--- src/bcc_pkg.sv ---
// ----------------------------------------------------------------------------
// bcc_pkg
// shared types, constants and modular arithmetic for the composition counter
// ----------------------------------------------------------------------------
`timescale 1ns / 1ps

package bcc_pkg;

  localparam int COUNT_W = 30;
  localparam int STEPS_W = 10;
  localparam int PART_W  = 13;
  localparam int TARGET_W = 12;

  localparam logic [COUNT_W:0] MODULUS = 31'd1000000007;

  typedef struct packed {
    logic load;
    logic issue;
    logic first_round;
    logic last_item;
    logic set_zero;
    logic set_one;
    logic push;
  } bcc_cmd_t;

  function automatic logic [COUNT_W-1:0] mod_add(input logic [COUNT_W-1:0] a,
                                                 input logic [COUNT_W-1:0] b);
    logic [COUNT_W:0] s;
    logic [COUNT_W:0] r;
    s = {1'b0, a} + {1'b0, b};
    r = (s >= MODULUS) ? s - MODULUS : s;
    return r[COUNT_W-1:0];
  endfunction

  function automatic logic [COUNT_W-1:0] mod_sub(input logic [COUNT_W-1:0] a,
                                                 input logic [COUNT_W-1:0] b);
    logic [COUNT_W:0] r;
    if (a >= b) begin
      r = {1'b0, a} - {1'b0, b};
    end else begin
      r = {1'b0, a} + (MODULUS - {1'b0, b});
    end
    return r[COUNT_W-1:0];
  endfunction

endpackage

--- src/bcc_ctrl.sv ---
// ----------------------------------------------------------------------------
// bcc_ctrl
// query sequencer: entry and round counters, handshakes, result hand-off
// ----------------------------------------------------------------------------
`timescale 1ns / 1ps

module bcc_ctrl
  import bcc_pkg::*;
#(
  parameter int MAX_ROW   = 4096,
  parameter int MAX_STEPS = 512
) (
  input  logic                       clk,
  input  logic                       rst,
  input  logic                       in_valid,
  output logic                       in_stall,
  input  logic [STEPS_W-1:0]         steps,
  input  logic [TARGET_W-1:0]        target,
  output logic                       out_valid,
  input  logic                       out_stall,
  output bcc_cmd_t                   cmd,
  output logic [$clog2(MAX_ROW)-1:0] idx
);

  localparam int IDX_W = $clog2(MAX_ROW);
  localparam int RW = $clog2(MAX_STEPS + 1);

  typedef enum logic [1:0] {
    IDLE,
    RUN,
    DRAIN,
    PUSH
  } state_t;

  state_t           state;
  logic [IDX_W-1:0] i;
  logic [IDX_W-1:0] k;
  logic [RW-1:0]    round;
  logic [RW-1:0]    n;

  logic             accept;
  logic             last_round;
  logic             slot_free;
  logic [31:0]      steps_w;
  logic [31:0]      n_sat;
  logic [31:0]      target_w;
  logic             k_big;

  assign accept     = in_valid && (state == IDLE);
  assign in_stall   = (state != IDLE);
  assign last_round = (round == n - RW'(1));
  assign slot_free  = !out_valid || !out_stall;
  assign steps_w    = 32'(steps);
  assign n_sat      = (steps_w > 32'(MAX_STEPS)) ? 32'(MAX_STEPS) : steps_w;
  assign target_w   = 32'(target);
  assign k_big      = target_w >= 32'(MAX_ROW);
  assign idx        = i;

  always_comb begin
    cmd             = '0;
    cmd.load        = accept;
    cmd.set_zero    = accept && (k_big || ((n_sat == 0) && (target != '0)));
    cmd.set_one     = accept && !k_big && (n_sat == 0) && (target == '0);
    cmd.issue       = (state == RUN);
    cmd.first_round = (round == '0);
    cmd.last_item   = (state == RUN) && last_round && (i == k);
    cmd.push        = (state == PUSH) && slot_free;
  end

  always_ff @(posedge clk) begin
    if (rst) begin
      state     <= IDLE;
      out_valid <= 1'b0;
      i         <= '0;
      round     <= '0;
    end else begin
      if (out_valid && !out_stall) begin
        out_valid <= 1'b0;
      end
      case (state)
        IDLE: begin
          if (accept) begin
            n     <= n_sat[RW-1:0];
            k     <= target_w[IDX_W-1:0];
            i     <= '0;
            round <= '0;
            if (k_big || (n_sat == 0)) begin
              state <= PUSH;
            end else begin
              state <= RUN;
            end
          end
        end
        RUN: begin
          if (i == k) begin
            state <= DRAIN;
          end else begin
            i <= i + IDX_W'(1);
          end
        end
        DRAIN: begin
          i <= '0;
          if (last_round) begin
            state <= PUSH;
          end else begin
            round <= round + RW'(1);
            state <= RUN;
          end
        end
        PUSH: begin
          if (slot_free) begin
            out_valid <= 1'b1;
            state     <= IDLE;
          end
        end
        default: begin
          state <= IDLE;
        end
      endcase
    end
  end

endmodule

--- config.mk ---
export PLATFORM = sky130hd
export DESIGN_NAME = bcc_ctrl
export DESIGN_NICKNAME = d
export VERILOG_FILES = /design/src/bcc_pkg.sv /design/src/bcc_ctrl.sv
export SDC_FILE = /design/constraint.sdc
export NUM_CORES = 1
export LEC_CHECK = 0
export BUFFER_PORTS_ARGS = -buffer_cell sky130_fd_sc_hd__buf_2
export CORE_UTILIZATION = 55
export DETAILED_ROUTE_END_ITERATION = 8
export GPL_ROUTABILITY_DRIVEN = 0
export PLACE_DENSITY = 0.79
export SYNTH_ARGS = -nofsm -noshare
export SYNTH_HDL_FRONTEND = slang
export SYNTH_SLANG_ARGS = --single-unit
--- constraint.sdc ---
create_clock -name clk -period 3.65 [get_ports clk]
set_input_delay 0.1825 -clock clk [delete_from_list [all_inputs] [get_ports clk]]
set_output_delay 0.1825 -clock clk [all_outputs]
set_load 0.005 [all_outputs]
==> results.cfg <==
[floorplan]
initial_utilization_pct = 57.8
dieArea_mm2 = 0.00488
io_pins = 47
core_mm2 = 0.00438
die_w_um = 69.9
dieHeight_um = 69.9
num_rows = 24

[sta]
period_needed_ns = 3.07
period_share_pct = 84.2
finalWorstSetupSlack_ns = 0.576
maxSlewHeadroom_pct = 49.0
hold_viol_final = 0
finalClockSkew_ns = 0.00667
fmax_mhz = 325
rsz0062_at_grt = false
drv_slew = 0
fin_setup_tns_ns = 0
worstMarginPinSlew_ns = 0.757
setup_viol = 0

[placement]
hpwl_um = 3970
place_ws_ns = 0.918
place.port_buffers = 46

[setup_path]
start_kind = flip-flop
r2r_cells = 9
arrival_ns = 2.89
crit_path_end_kind = primary output
r2r_end = round[7]
critPathKind = reg2out
reg2reg_slack_ns = 0.87
cp_max_fo = 6
r2r-start = n[0]
crit_required_ns = 3.47

[detailed_routing]
first_pass_iters = 4
wl_um = 5220
wl_per_cell_um = 14.1
detailedRoute.firstIterationViolations = 154
num_vias = 2116
ant_nets = 0
drcViolationCount = 0
vias_per_cell = 5.72

[cells_and_area]
seq_area_mm2 = 0.00116
drive_above_1_share_pct = 21.4
multiInputGateArea_mm2 = 0.00128
syn_to_final_growth_pct = 14.8
fin_nets = 347
fill_cells = 369
insertedDiodeCount = 0

[global_routing]
grt_usage_pct = 22.9
grt_pass1_wl_um = 8880
grt_pass1_vias = 1923
antenna_found_initial = 0
overflow = 0
grt_start_max_net_pins = 23

[logic_synthesis]
yosysMostFrequentCell = nor2_1
syn_area_per_cell_um2 = 9.28
ys_seq_area_share_pct = 45.8
synth_ff_type = dfxtp_1
async_reset_ff_share_pct = 0
synth_cell_type_count = 49
yosys_warnings = 0
synth_area_leaders = edfxtp_1 (26%), dfxtp_1 (20%), xor2_1 (6.9%)
synth_enable_flop_cells = 22
synth_nets = 303
syn_area_mm2 = 0.00253
ys_top_cells_by_count = nor2_1 (30), dfxtp_1 (25), edfxtp_1 (22)
synth_seq_cells = 47
synthCells = 273
yosysTopAreaCell = edfxtp_1
yosysTopAreaCellShare_pct = 26.1

[min_path]
hold_end = k[2]
hold_start = target[2]
hold_depth = 1
hp-class = in2reg

[clocking]
root_buffer = clkbuf_8
h-tree-depth = 2
hold_buffers = 0
insertion_delay_ns = 0.30
cts_sinks = 47
path_clk_slew_ns = 0.09
cts_resized = 0
numCtsBuffers = 5
clockBufferDepth = 2
post_cts_buffers = 0
cts_tree = yes

[run_status]
status = complete, no violations

[pwr]
power.internal_uw = 834
combPwrFrac_pct = 11.1
power.switching_uw = 275
p_sw_share_pct = 24.8
leakagePower_nw = 1.13
powerDensity_mw_per_mm2 = 381
pwr-share-clk_pct = 35.2
pwr-share-seq_pct = 53.7
ir_drop_v = 0.000289

[flow_run]
maxCapViolations = 0
layer usage:
metal / track usage [%] / up-vias / share of wire, %
li1: - / 1064 / -
met1: 32.5 / 981 / 49
met2: 34.4 / 61 / 44
met3: 5.34 / 10 / 5.2
met4: 8.00 / 0 / 1.6
met5: 0 / - / 0
final cells by class:
class,instances,share of cell area (%)
clock buffer,5,2.37
clock inverter,3,1.64
inverter,13,1.68
multi-input combinational,203,44.0
sequential,47,39.9
tap,52,2.24
timing repair buffer,47,8.18
logic make-up after synthesis:
group,share of synthesized area (%)
flip-flops,45.8
buffers and inverters,3.90
XOR/XNOR,11.1
AO/OA/AOI/OAI,10.4
multiplexers,0.395
adder cells (fa/ha/maj),1.98
AND/OR/NAND/NOR,26.4
registers in the layout, summed over array words and instances (netlist names):
| name | flops |
|---|---|
| k | 12 |
| round | 10 |
| out_valid | 1 |
| idx | 12 |
| n | 10 |
| state | 2 |
critical path, stage by stage, from the launching register on:
cell and delay [ns]:
edfxtp_1 0.45, inv_1 0.09, ha_1 0.26, or4b_4 0.52, xnor2_1 0.14, or4_1 0.40
o311ai_0 0.15, nand3_1 0.22, nor3_1 0.22, buf_2 0.14
worst max path at each step:
stage / startpoint / end / slack [ns] / cells past startpoint
5_1_grt: n[0] / cmd[3] / 0.35 / 9
4_1_cts: n[0] / cmd[3] / 0.57 / 9
2_1_floorplan: state[0] / k[0] / 0.87 / 3
3_5_place_dp: n[0] / round[1] / 0.92 / 9
6_report: n[0] / cmd[3] / 0.58 / 9
3_3_place_gp: n[0] / round[5] / 1.01 / 9
power groups by stage:
stage,clock network (mW),registers (mW),logic (mW)
2_1_floorplan,0,0.598,0.0855
3_3_place_gp,0,0.607,0.117
3_5_place_dp,0,0.607,0.121
4_1_cts,0.397,0.595,0.122
5_1_grt,0.422,0.599,0.139
6_report,0.390,0.595,0.123
cell usage in the layout, fill, tap and decap left out, types with 3 or more instances in the layout:
master	n
dfxtp_1	25
a31oi_1	3
nor4_1	10
xor2_1	20
nand2b_1	3
or3_1	7
nand3b_1	3
nor2b_1	8
ha_1	4
nor2_1	30
or4_1	4
or2_2	4
xnor2_1	12
inv_1	13
edfxtp_1	22
and3_1	3
nand2_1	13
nor3_1	12
buf_2	46
a21oi_1	18
nand3_1	8
o21ai_0	10
clkbuf_8	5
nand4_1	3
per-stage QoR:
| stage | instances | utilization (%) | cell area (um^2) | hold WS, ns | total power [mW] |
|---|---|---|---|---|---|
| detailed placement | 362 | 63.7 | 2790 | 0.376 | 0.728 |
| finish | 370 | 66.3 | 2910 | 0.0612 | 1.11 |
| global route | 370 | 66.3 | 2910 | 0.0494 | 1.16 |
| floorplan | 273 | - | 2530 | 0.281 | 0.684 |
| CTS | 370 | 66.3 | 2910 | 0.0543 | 1.11 |
| global placement | 362 | 63.7 | 2790 | 0.376 | 0.724 |
Power figures use the tool's default switching activity.
